$ cat src/ssq_pkg.sv
// Shared types, codes and sizes of the severity sorted queue.
package ssq_pkg;

  // Number of record cells in the chain.
  localparam int unsigned Capacity = 32;
  // Width of a counter that can hold the capacity itself.
  localparam int unsigned CntW = $clog2(Capacity + 1);
  // Width of an index into the chain.
  localparam int unsigned IdxW = (Capacity > 1) ? $clog2(Capacity) : 1;

  // Valid severity range; the most severe level is the lowest.
  localparam logic [3:0] SevMin    = 4'd1;
  localparam logic [3:0] SevMax    = 4'd5;
  localparam logic [2:0] SevSevere = 3'd1;
  localparam int unsigned NumLevels = 5;

  typedef enum logic [1:0] {
    ACT_INSERT      = 2'd0,
    ACT_LIST_ALL    = 2'd1,
    ACT_LIST_SEVERE = 2'd2,
    ACT_NONE        = 2'd3
  } action_e;

  typedef enum logic [2:0] {
    STAT_OK        = 3'd0,
    STAT_BAD_SEV   = 3'd1,
    STAT_FULL      = 3'd2,
    STAT_EMPTY     = 3'd3,
    STAT_NO_SEVERE = 3'd4
  } status_e;

  typedef enum logic {
    FSM_IDLE = 1'b0,
    FSM_LIST = 1'b1
  } fsm_e;

  // One stored record.
  typedef struct packed {
    logic [31:0]        id;
    logic signed [15:0] age;
    logic [2:0]         sev;
  } rec_t;

  // Control that the sequencer broadcasts to every cell.
  typedef struct packed {
    logic ins;
    logic rot;
  } cell_ctrl_t;

  typedef struct packed {
    logic [1:0]         action;
    logic [31:0]        patient_id;
    logic signed [15:0] patient_age;
    logic [3:0]         severity_level;
  } in_item_t;

  typedef struct packed {
    logic [2:0]         status;
    logic [31:0]        out_id;
    logic signed [15:0] out_age;
    logic [2:0]         out_severity;
    logic [5:0]         count_level1;
    logic [5:0]         count_level2;
    logic [5:0]         count_level3;
    logic [5:0]         count_level4;
    logic [5:0]         count_level5;
    logic               last;
  } out_item_t;

endpackage

$ cat src/ssq_cell.sv
// One cell of the sorted record chain.
module ssq_cell (
  input  logic               clk_i,
  input  ssq_pkg::cell_ctrl_t ctrl_i,
  input  logic               valid_i,
  input  ssq_pkg::rec_t      new_i,
  input  ssq_pkg::rec_t      prev_i,
  input  logic               prev_shift_i,
  input  ssq_pkg::rec_t      next_i,
  input  logic               next_valid_i,
  input  ssq_pkg::rec_t      head_i,
  output ssq_pkg::rec_t      rec_o,
  output logic               shift_o
);

  ssq_pkg::rec_t rec_q, rec_d;

  // The new record lands in front of every record that is strictly less severe.
  assign shift_o = !valid_i || (rec_q.sev > new_i.sev);

  // Insert moves the tail up by one; rotate moves every valid record down by one
  // and the last valid cell picks up the head record.
  always_comb begin
    rec_d = rec_q;
    if (ctrl_i.ins && shift_o) begin
      rec_d = prev_shift_i ? prev_i : new_i;
    end else if (ctrl_i.rot && valid_i) begin
      rec_d = next_valid_i ? next_i : head_i;
    end
  end

  always_ff @(posedge clk_i) begin
    rec_q <= rec_d;
  end

  assign rec_o = rec_q;

endmodule

$ cat src/severity_sorted_queue_top.sv
// Top level of the severity sorted queue: cell chain and list sequencer.
//
// Usage: items enter on in_item_i under in_valid_i / in_stall_o and results
// leave on out_item_o under out_valid_o / out_stall_i. An item moves at a
// clock edge with valid high and stall low.
// An insert is applied to the cell chain in the cycle it is accepted, and its
// single status result appears in the output register in the next cycle.
// A list request walks the chain by rotating it one record per cycle towards
// cell 0, which is read out, pausing while a record waits on a stalled output;
// the rotation returns the chain to its original order at the end.
// Severity-1 records sit at the front, so a severe list emits during its first
// steps and then finishes the rotation silently. Empty, no-severe and unused
// requests give one result in the next cycle.
// Throughput: one insert per cycle while the output is taken; a list blocks
// new items until its rotation completes.
// A stalled output holds its result and pauses the list rotation while records
// remain to be emitted; the silent tail of a severe list runs on regardless.
// Reset empties the queue and clears all counts; record contents are not reset.
module severity_sorted_queue_top (
  input  logic               clk_i,
  input  logic               rst_ni,
  input  logic               in_valid_i,
  output logic               in_stall_o,
  input  ssq_pkg::in_item_t  in_item_i,
  output logic               out_valid_o,
  input  logic               out_stall_i,
  output ssq_pkg::out_item_t out_item_o
);

  localparam int unsigned Cap  = ssq_pkg::Capacity;
  localparam int unsigned CntW = ssq_pkg::CntW;

  ssq_pkg::fsm_e      state_q, state_d;
  logic [CntW-1:0]    step_q, step_d;
  logic [CntW-1:0]    emit_n_q, emit_n_d;
  logic [CntW-1:0]    fill_q, fill_d;
  logic [CntW-1:0]    lvl_q [ssq_pkg::NumLevels];
  logic [CntW-1:0]    lvl_d [ssq_pkg::NumLevels];
  ssq_pkg::out_item_t out_q, out_d;
  logic               out_valid_q, out_valid_d;

  ssq_pkg::cell_ctrl_t ctrl;
  ssq_pkg::rec_t       new_rec;
  ssq_pkg::rec_t       rec   [Cap];
  logic                shift [Cap];
  logic                occ   [Cap];

  logic can_load;
  logic accept;
  logic sev_bad;
  logic full;

  assign can_load   = !out_valid_q || !out_stall_i;
  assign in_stall_o = (state_q != ssq_pkg::FSM_IDLE) || !can_load;
  assign accept     = in_valid_i && !in_stall_o;

  assign sev_bad = (in_item_i.severity_level < ssq_pkg::SevMin) ||
                   (in_item_i.severity_level > ssq_pkg::SevMax);
  assign full    = (fill_q == CntW'(Cap));

  assign new_rec.id  = in_item_i.patient_id;
  assign new_rec.age = in_item_i.patient_age;
  assign new_rec.sev = in_item_i.severity_level[2:0];

  // Cell chain; occupancy follows from the fill count.
  for (genvar i = 0; i < Cap; i++) begin : g_cell
    ssq_pkg::rec_t prev_rec;
    ssq_pkg::rec_t next_rec;
    logic          prev_shift;
    logic          next_valid;

    assign occ[i] = (CntW'(i) < fill_q);

    if (i == 0) begin : g_first
      assign prev_rec   = '0;
      assign prev_shift = 1'b0;
    end else begin : g_mid
      assign prev_rec   = rec[i-1];
      assign prev_shift = shift[i-1];
    end

    if (i == Cap - 1) begin : g_last
      assign next_rec   = '0;
      assign next_valid = 1'b0;
    end else begin : g_notlast
      assign next_rec   = rec[i+1];
      assign next_valid = occ[i+1];
    end

    ssq_cell u_cell (
      .clk_i        (clk_i),
      .ctrl_i       (ctrl),
      .valid_i      (occ[i]),
      .new_i        (new_rec),
      .prev_i       (prev_rec),
      .prev_shift_i (prev_shift),
      .next_i       (next_rec),
      .next_valid_i (next_valid),
      .head_i       (rec[0]),
      .rec_o        (rec[i]),
      .shift_o      (shift[i])
    );
  end

  // Sequencer: accepts items, updates counts and walks the chain for lists.
  always_comb begin
    logic emit;
    state_d     = state_q;
    step_d      = step_q;
    emit_n_d    = emit_n_q;
    fill_d      = fill_q;
    lvl_d       = lvl_q;
    out_d       = out_q;
    out_valid_d = out_valid_q && out_stall_i;
    ctrl        = '0;
    emit        = 1'b0;

    case (state_q)
      ssq_pkg::FSM_IDLE: begin
        if (accept) begin
          out_d        = '0;
          out_d.last   = 1'b1;
          out_d.status = ssq_pkg::STAT_OK;
          out_valid_d  = 1'b1;
          case (in_item_i.action)
            ssq_pkg::ACT_INSERT: begin
              if (sev_bad) begin
                out_d.status = ssq_pkg::STAT_BAD_SEV;
              end else if (full) begin
                out_d.status = ssq_pkg::STAT_FULL;
              end else begin
                ctrl.ins = 1'b1;
                fill_d   = fill_q + 1'b1;
                for (int k = 0; k < ssq_pkg::NumLevels; k++) begin
                  if (new_rec.sev == 3'(k + 1)) begin
                    lvl_d[k] = lvl_q[k] + 1'b1;
                  end
                end
              end
            end
            ssq_pkg::ACT_LIST_ALL, ssq_pkg::ACT_LIST_SEVERE: begin
              if (fill_q == '0) begin
                out_d.status = ssq_pkg::STAT_EMPTY;
              end else if ((in_item_i.action == ssq_pkg::ACT_LIST_SEVERE) &&
                           (lvl_q[0] == '0)) begin
                out_d.status = ssq_pkg::STAT_NO_SEVERE;
              end else begin
                out_valid_d = out_valid_q && out_stall_i;
                out_d       = out_q;
                state_d     = ssq_pkg::FSM_LIST;
                step_d      = '0;
                emit_n_d    = (in_item_i.action == ssq_pkg::ACT_LIST_ALL) ?
                              fill_q : lvl_q[0];
              end
            end
            default: begin
              out_d.status = ssq_pkg::STAT_OK;
            end
          endcase
        end
      end
      ssq_pkg::FSM_LIST: begin
        emit = (step_q < emit_n_q);
        if (!emit || can_load) begin
          ctrl.rot = 1'b1;
          if (emit) begin
            out_d.status       = ssq_pkg::STAT_OK;
            out_d.out_id       = rec[0].id;
            out_d.out_age      = rec[0].age;
            out_d.out_severity = rec[0].sev;
            out_d.last         = (step_q == emit_n_q - 1'b1);
            out_valid_d        = 1'b1;
          end
          step_d = step_q + 1'b1;
          if (step_q == fill_q - 1'b1) begin
            state_d = ssq_pkg::FSM_IDLE;
          end
        end
      end
      default: begin
        state_d = ssq_pkg::FSM_IDLE;
      end
    endcase

    // Every result carries the counts as they stand after the item.
    out_d.count_level1 = 6'(lvl_d[0]);
    out_d.count_level2 = 6'(lvl_d[1]);
    out_d.count_level3 = 6'(lvl_d[2]);
    out_d.count_level4 = 6'(lvl_d[3]);
    out_d.count_level5 = 6'(lvl_d[4]);
  end

  // Control state.
  always_ff @(posedge clk_i or negedge rst_ni) begin
    if (!rst_ni) begin
      state_q     <= ssq_pkg::FSM_IDLE;
      step_q      <= '0;
      emit_n_q    <= '0;
      fill_q      <= '0;
      out_valid_q <= 1'b0;
      for (int k = 0; k < ssq_pkg::NumLevels; k++) begin
        lvl_q[k] <= '0;
      end
    end else begin
      state_q     <= state_d;
      step_q      <= step_d;
      emit_n_q    <= emit_n_d;
      fill_q      <= fill_d;
      out_valid_q <= out_valid_d;
      lvl_q       <= lvl_d;
    end
  end

  // Output register payload.
  always_ff @(posedge clk_i) begin
    out_q <= out_d;
  end

  assign out_valid_o = out_valid_q;
  assign out_item_o  = out_q;

endmodule
$ cat config.mk
export PLATFORM = sky130hd
export DESIGN_NAME = severity_sorted_queue_top
export DESIGN_NICKNAME = d
export VERILOG_FILES = /design/src/ssq_pkg.sv /design/src/ssq_cell.sv /design/src/severity_sorted_queue_top.sv
export SDC_FILE = /design/constraint.sdc
export NUM_CORES = 2
export LEC_CHECK = 0
export BUFFER_PORTS_ARGS = -buffer_cell sky130_fd_sc_hd__buf_2
export CAP_MARGIN = 20
export CORE_AREA = 2 2 489 685
export DETAILED_ROUTE_END_ITERATION = 6
export DIE_AREA = 0 0 491 687
export PLACE_DENSITY = 0.45
export REMOVE_ABC_BUFFERS = 1
export SLEW_MARGIN = 20
export SYNTH_ARGS = -nofsm -noshare
export SYNTH_HDL_FRONTEND = slang
export SYNTH_SLANG_ARGS = --single-unit
$ cat constraint.sdc
create_clock -name clk_i -period 5.3 [get_ports clk_i]
set_clock_uncertainty 0.15 [all_clocks]
set_input_delay 1.06 -clock clk_i [delete_from_list [all_inputs] [get_ports clk_i]]
set_output_delay 1.06 -clock clk_i [all_outputs]
set_load 0.005 [all_outputs]
After elaboration in Yosys (flattened, before gate mapping)
Index checks and enable logic that the tools add are counted.
{"block": "classes", "shift": 0, "n_reduce_logical": 182, "n_div": 0, "add_sub_neg": 9, "n_eq_ne": 17, "multipliers": 0, "order_cmp": 67, "mux": 179, "n_bitwise": 5}
{"operator": "$mux W51", "n": 126}
{"operator": "$mux W82", "n": 3}
{"operator": "$mux W30", "n": 5}
{"operator": "$mux W54", "n": 2}
{"operator": "$pmux W54 S2", "n": 1}
{"operator": "$gt A3 B3 Y1", "n": 32}
{"operator": "$lt A5 B6 Y1 const A", "n": 16}
{"operator": "$mux W85", "n": 1}
{"operator": "$logic_and A1 B1 Y1", "n": 67}
{"operator": "$mux W6", "n": 11}
{"operator": "$reduce_bool A2 Y1", "n": 33}
{"operator": "$lt A4 B6 Y1 const A", "n": 8}
{"operator": "$add A6 B1 Y6 const B", "n": 7}
{"operator": "$logic_not A1 Y1", "n": 37}
{"operator": "$logic_or A1 B1 Y1", "n": 36}
{"operator": "$lt A3 B6 Y1 const A", "n": 4}
{"operator": "$mux W1", "n": 21}
{"operator": "$reduce_and A5 Y1", "n": 3}
{"operator": "$eq A6 B6 Y1", "n": 2}
{"operator": "$logic_not A6 Y1", "n": 2}
{"operator": "$lt A1 B6 Y1 const A", "n": 2}
{"operator": "$lt A2 B6 Y1 const A", "n": 2}
{"operator": "$pmux W6 S2", "n": 1}
{"operator": "$sub A6 B1 Y6 const B", "n": 2}
{"operator": "21 further kinds", "n": 35}
{"block": "totals", "inputBits": 58, "word_cells": 575, "output_inout_bits": 87, "ram_bits": 0, "rom_bits": 0, "latch_bits": 0, "reg_bits": 1767, "mem_count": 0}

Longest topological paths before layout
{"block": "logic_depth", "depth_word": 11, "depth_mapped": 12, "ltp_nobuf": 8}

By module
From an unflattened synthesis, not the netlist that was laid out.
{"block": "unflattened", "hier_cells": 8070, "area_unflattened_um2": 112764.4}
{"mod": "ssq_cell at g_cell[17].u_cell ...", "instances": 24, "cells_per_inst": 237, "area_per_inst_um2": 3342.0, "seq_area_each_um2": 1531.5}
{"mod": "ssq_cell at g_cell[0].u_cell ...", "instances": 8, "cells_per_inst": 237, "area_per_inst_um2": 3337.0, "seq_area_each_um2": 1531.5}
{"mod": "severity_sorted_queue_top", "instances": 1, "cells_per_inst": 486, "area_per_inst_um2": 5861.9, "seq_area_each_um2": 3503.4}

Worst setup path after synthesis
OpenSTA, ideal clock, no wires.
{"block": "synth_timing", "path_kind": "input port to flip-flop", "startpoint": "in in_item_i[1] (netlist name)", "endpoint": "reg g_cell[13].u_cell.rec_q, in the netlist g_cell[13].u_cell.rec_o[0], enable pin", "path_slack_ns": -0.948, "required_ns": 4.672, "setup_ns": 0.478, "arrival_time_ns": 5.620, "stages": 7, "path_buffers": 2, "path_cell_list": "clkinv_1 > ha_1 > and3_1 > o32a_1 > clkbuf_1 > clkbuf_1 > o22ai_1"}
{"block": "synth_between", "elab_chain_cells": 8, "elab_cells_between_ends": 11, "classes_between": "order compare (3); mux (4); reduce/logical (4)"}
{"element": "from (decl)", "line_no": "severity_sorted_queue_top.sv:24", "text": "input ssq_pkg::in_item_t in_item_i,"}
{"element": "$lt A4 B1 Y1 / $gt A4 B3 Y1 (equally long branches)", "line_no": "severity_sorted_queue_top.sv:57, severity_sorted_queue_top.sv:58"}
{"element": "$logic_or A1 B1 Y1", "line_no": "severity_sorted_queue_top.sv:57", "text": "assign sev_bad = (in_item_i.severity_level < ssq_pkg::SevMin) ||"}
{"element": "$mux W1", "line_no": "severity_sorted_queue_top.sv:127", "text": "if (sev_bad) begin"}
{"element": "$mux W1", "line_no": "severity_sorted_queue_top.sv:125", "text": "case (in_item_i.action)"}
{"element": "$mux W1", "line_no": "severity_sorted_queue_top.sv:120", "text": "if (accept) begin"}
{"element": "$mux W1", "line_no": "severity_sorted_queue_top.sv:118", "text": "case (state_q)"}
{"element": "$logic_and A1 B1 Y1 (*)", "line_no": "ssq_cell.sv:25", "text": "if (ctrl_i.ins && shift_o) begin"}
{"element": "$reduce_bool A2 Y1 (no line) (*)"}
{"element": "to (signal assigned)", "line_no": "ssq_cell.sv:33", "text": "rec_q <= rec_d;"}
{"element": "to (decl)", "line_no": "ssq_cell.sv:16", "text": "ssq_pkg::rec_t rec_q, rec_d;"}
Mark *: on every way between the ends. The rest lies on a longest branch, timed or not.
A chain may end at the register's enable or synchronous reset.

==> qor.csv <==
metric;value;unit
portBuffers;144;
routed_wirelength;492000;um
critPathArrivalTime;4.79;ns
cts_hold_buf;0;
vias;90100;
multi_input_comb_area;0.0488;sq mm
root_buffer;clkbuf_16;
cts_buffers;203;
vdd_drop_max;592;uV
worstHoldPathType;in -> async;
place_inst;14400;
p_per_area;739;mW/mm^2
routedWlPerCell;33.2;um
drt-initial-drc-count;9943;
async_reset_ff_share;2.83;%
seqPwrFrac;35.6;%
finalHoldViolCount;0;
fin_util;35.8;%
row_count;250;
rsz0062_at_grt;false;
coreArea;0.331;sq mm
grt_antenna_before_repair;40;
yosysWarningCount;0;
max_cap_viol_count;0;
grt_start_max_net_pins;105;
post-cts-setup-buffers;0;
drive_gt1_share;9.47;%
crit_fanout;27;
synth_top_area_cell;edfxtp_1;
cts-resized-gates;0;
gp_congestion;0.895;
clk_transition_reported_paths;0.06;ns
drc_errors;0;
placed_area;0.112;sq mm
ys_types;58;
tritoncts;done;
num-fill-cells;33200;
gr-total-overflow;0;
hpwl;301000;um
fin_setup_tns;0;ns
syn2layout_area_growth;12.3;%
synthFlopType;edfxtp_1;
grt_pass1_vias;88600;
h-tree-depth;4;
viasPerCell;6.09;
synth_area_leaders;edfxtp_1, mux2i_1, nand2_1, a211oi_1, a31oi_1;
switching_power;40.7;mW
ys_seq_elements;1767;
final_nets;10400;
slew_viol_final;0;
finalNonFillerCells;14800;
ys_top_cells_by_count;nand2_1, edfxtp_1, mux2i_1;
clock_latency;0.93;ns
pwr-share-clk;16.1;%
synth_top_area_share;48.1;%
worst_ep_required_time;5.86;ns
finalCriticalPeriod;4.22;ns
die_w;491;um
path_class;reg -> reg;
clkSinkCount;1767;
synth_most_common_cell;nand2_1;
grt_pass1_wl;682000;um
drt-pass1-iter-count;7;
final_area;0.118;sq mm
power.internal;46.7;mW
final-setup-viol-count;0;
comb_power_share;48.3;%
synth_area;0.105;sq mm
die_area;0.337;sq mm
cts.path.max_buffers;4;
status;finished, final reports clean;
syn-instance-count;10700;
p_leak;42.3;nW
initial_utilization;31.9;%
register_area;0.0525;sq mm
ys_seq_area_share;49.8;%
ant_nets;0;
startpoint_type;flop;
max_slew.worst_pin.slew;1.27;ns
period_share;79.7;%
synth-edff-count;1687;
die_y;687;um
max_freq;237;MHz
io_pins;145;
grtUsageTotal;28.0;%
relSlewSlack;15.7;%
end_kind;flop;
switching_share;46.6;%
syn_avg_cell_area;9.84;sq um
[power by group through the flow]
stage	clock network (mW)	logic, mW	registers, mW
floorplan	0	22.7	30.3
global placement	0	40.7	31.0
detailed placement	0	41.2	31.2
CTS	14.3	41.3	31.0
global route	14.7	44.0	31.9
finish	14.1	42.2	31.2
[worst paths after layout]
check                           from                           to  slack (ns)  cells after the start
setup / recovery           fill_q[1]  g_cell[26].u_cell.rec_o[44]        1.08                      9
hold / removal                rst_ni                  out_valid_o        0.15                      2
setup reg to reg           fill_q[1]  g_cell[26].u_cell.rec_o[44]        1.08                      9
hold reg to reg             lvl_q[5]                     lvl_q[5]        0.32                      1
max in group asynchronous     rst_ni                    fill_q[5]        4.30                      2
min in group clk_i          lvl_q[5]                     lvl_q[5]        0.32                      1
[metal layers]
metal / routed length [um] / global-route usage, %
met5: 103 / 0
met3: 43000 / 5.49
met1: 186000 / 33.6
met2: 231000 / 47.1
met4: 31700 / 15.4
[cells in the final DEF (no fill, tap or decap), types with 55 or more instances in the layout]
| cell | n |
|---|---|
| nand2_1 | 2082 |
| edfxtp_1 | 1687 |
| mux2i_1 | 1263 |
| a31oi_1 | 1074 |
| a211oi_1 | 1024 |
| nor2_1 | 662 |
| nor2b_1 | 463 |
| buf_4 | 255 |
| a21oi_1 | 240 |
| and2_1 | 208 |
| clkbuf_16 | 208 |
| buf_2 | 143 |
| inv_1 | 117 |
| ha_1 | 117 |
| buf_12 | 111 |
| clkinv_1 | 55 |
| o22ai_1 | 55 |
[cell families after synthesis]
group                      after synthesis  share of synthesized area [%]
buffers and inverters                 1337                           5.10
and+or+nand+nor                       3576                           14.6
AOI/OAI and AO/OA                     2556                           16.2
adders and majority gates              117                           1.39
DFF                                   1767                           49.8
muxes                                 1316                           12.6
xor gates and xnor gates                42                          0.349
[sequential cells by signal, indices dropped and copies added (netlist names)]
name                 count
emit_n_q                 6
state_q                  1
g_cell.u_cell.rec_o   1632
out_item_o              85
fill_q                   6
lvl_q                   30
step_q                   6
out_valid_o              1
[cell type report]
type | count | share of cell area [%]
Multi-Input combinational cell | 7607 | 41.2
Inverter | 122 | 0.388
Clock buffer | 264 | 4.59
Clock inverter | 94 | 0.615
Antenna cell | 16 | 0.0338
Timing Repair Buffer | 509 | 4.10
Tap cell | 4410 | 4.66
Sequential cell | 1767 | 44.4
[worst max-delay path: stages (launching register included)]
cell and delay, ns:
dfrtp_1 0.69, inv_1 0.19, ha_1 0.25, a211oi_1 0.44
nand2_4 0.46, buf_12 0.40, nor2_4 0.73, buf_4 0.37
a211oi_1 0.08, a31oi_1 0.21
[through the flow]
step	hold WS, ns	total power, mW	worst slack (ns)
after global placement	0.305	71.8	0.270
after detailed placement	0.309	72.4	0.385
final	0.150	87.5	1.08
after CTS	0.135	86.7	1.14
after global routing	0.193	90.6	0.988
after floorplan	0.289	53.1	-7.45
Power figures use the tool's default switching activity.
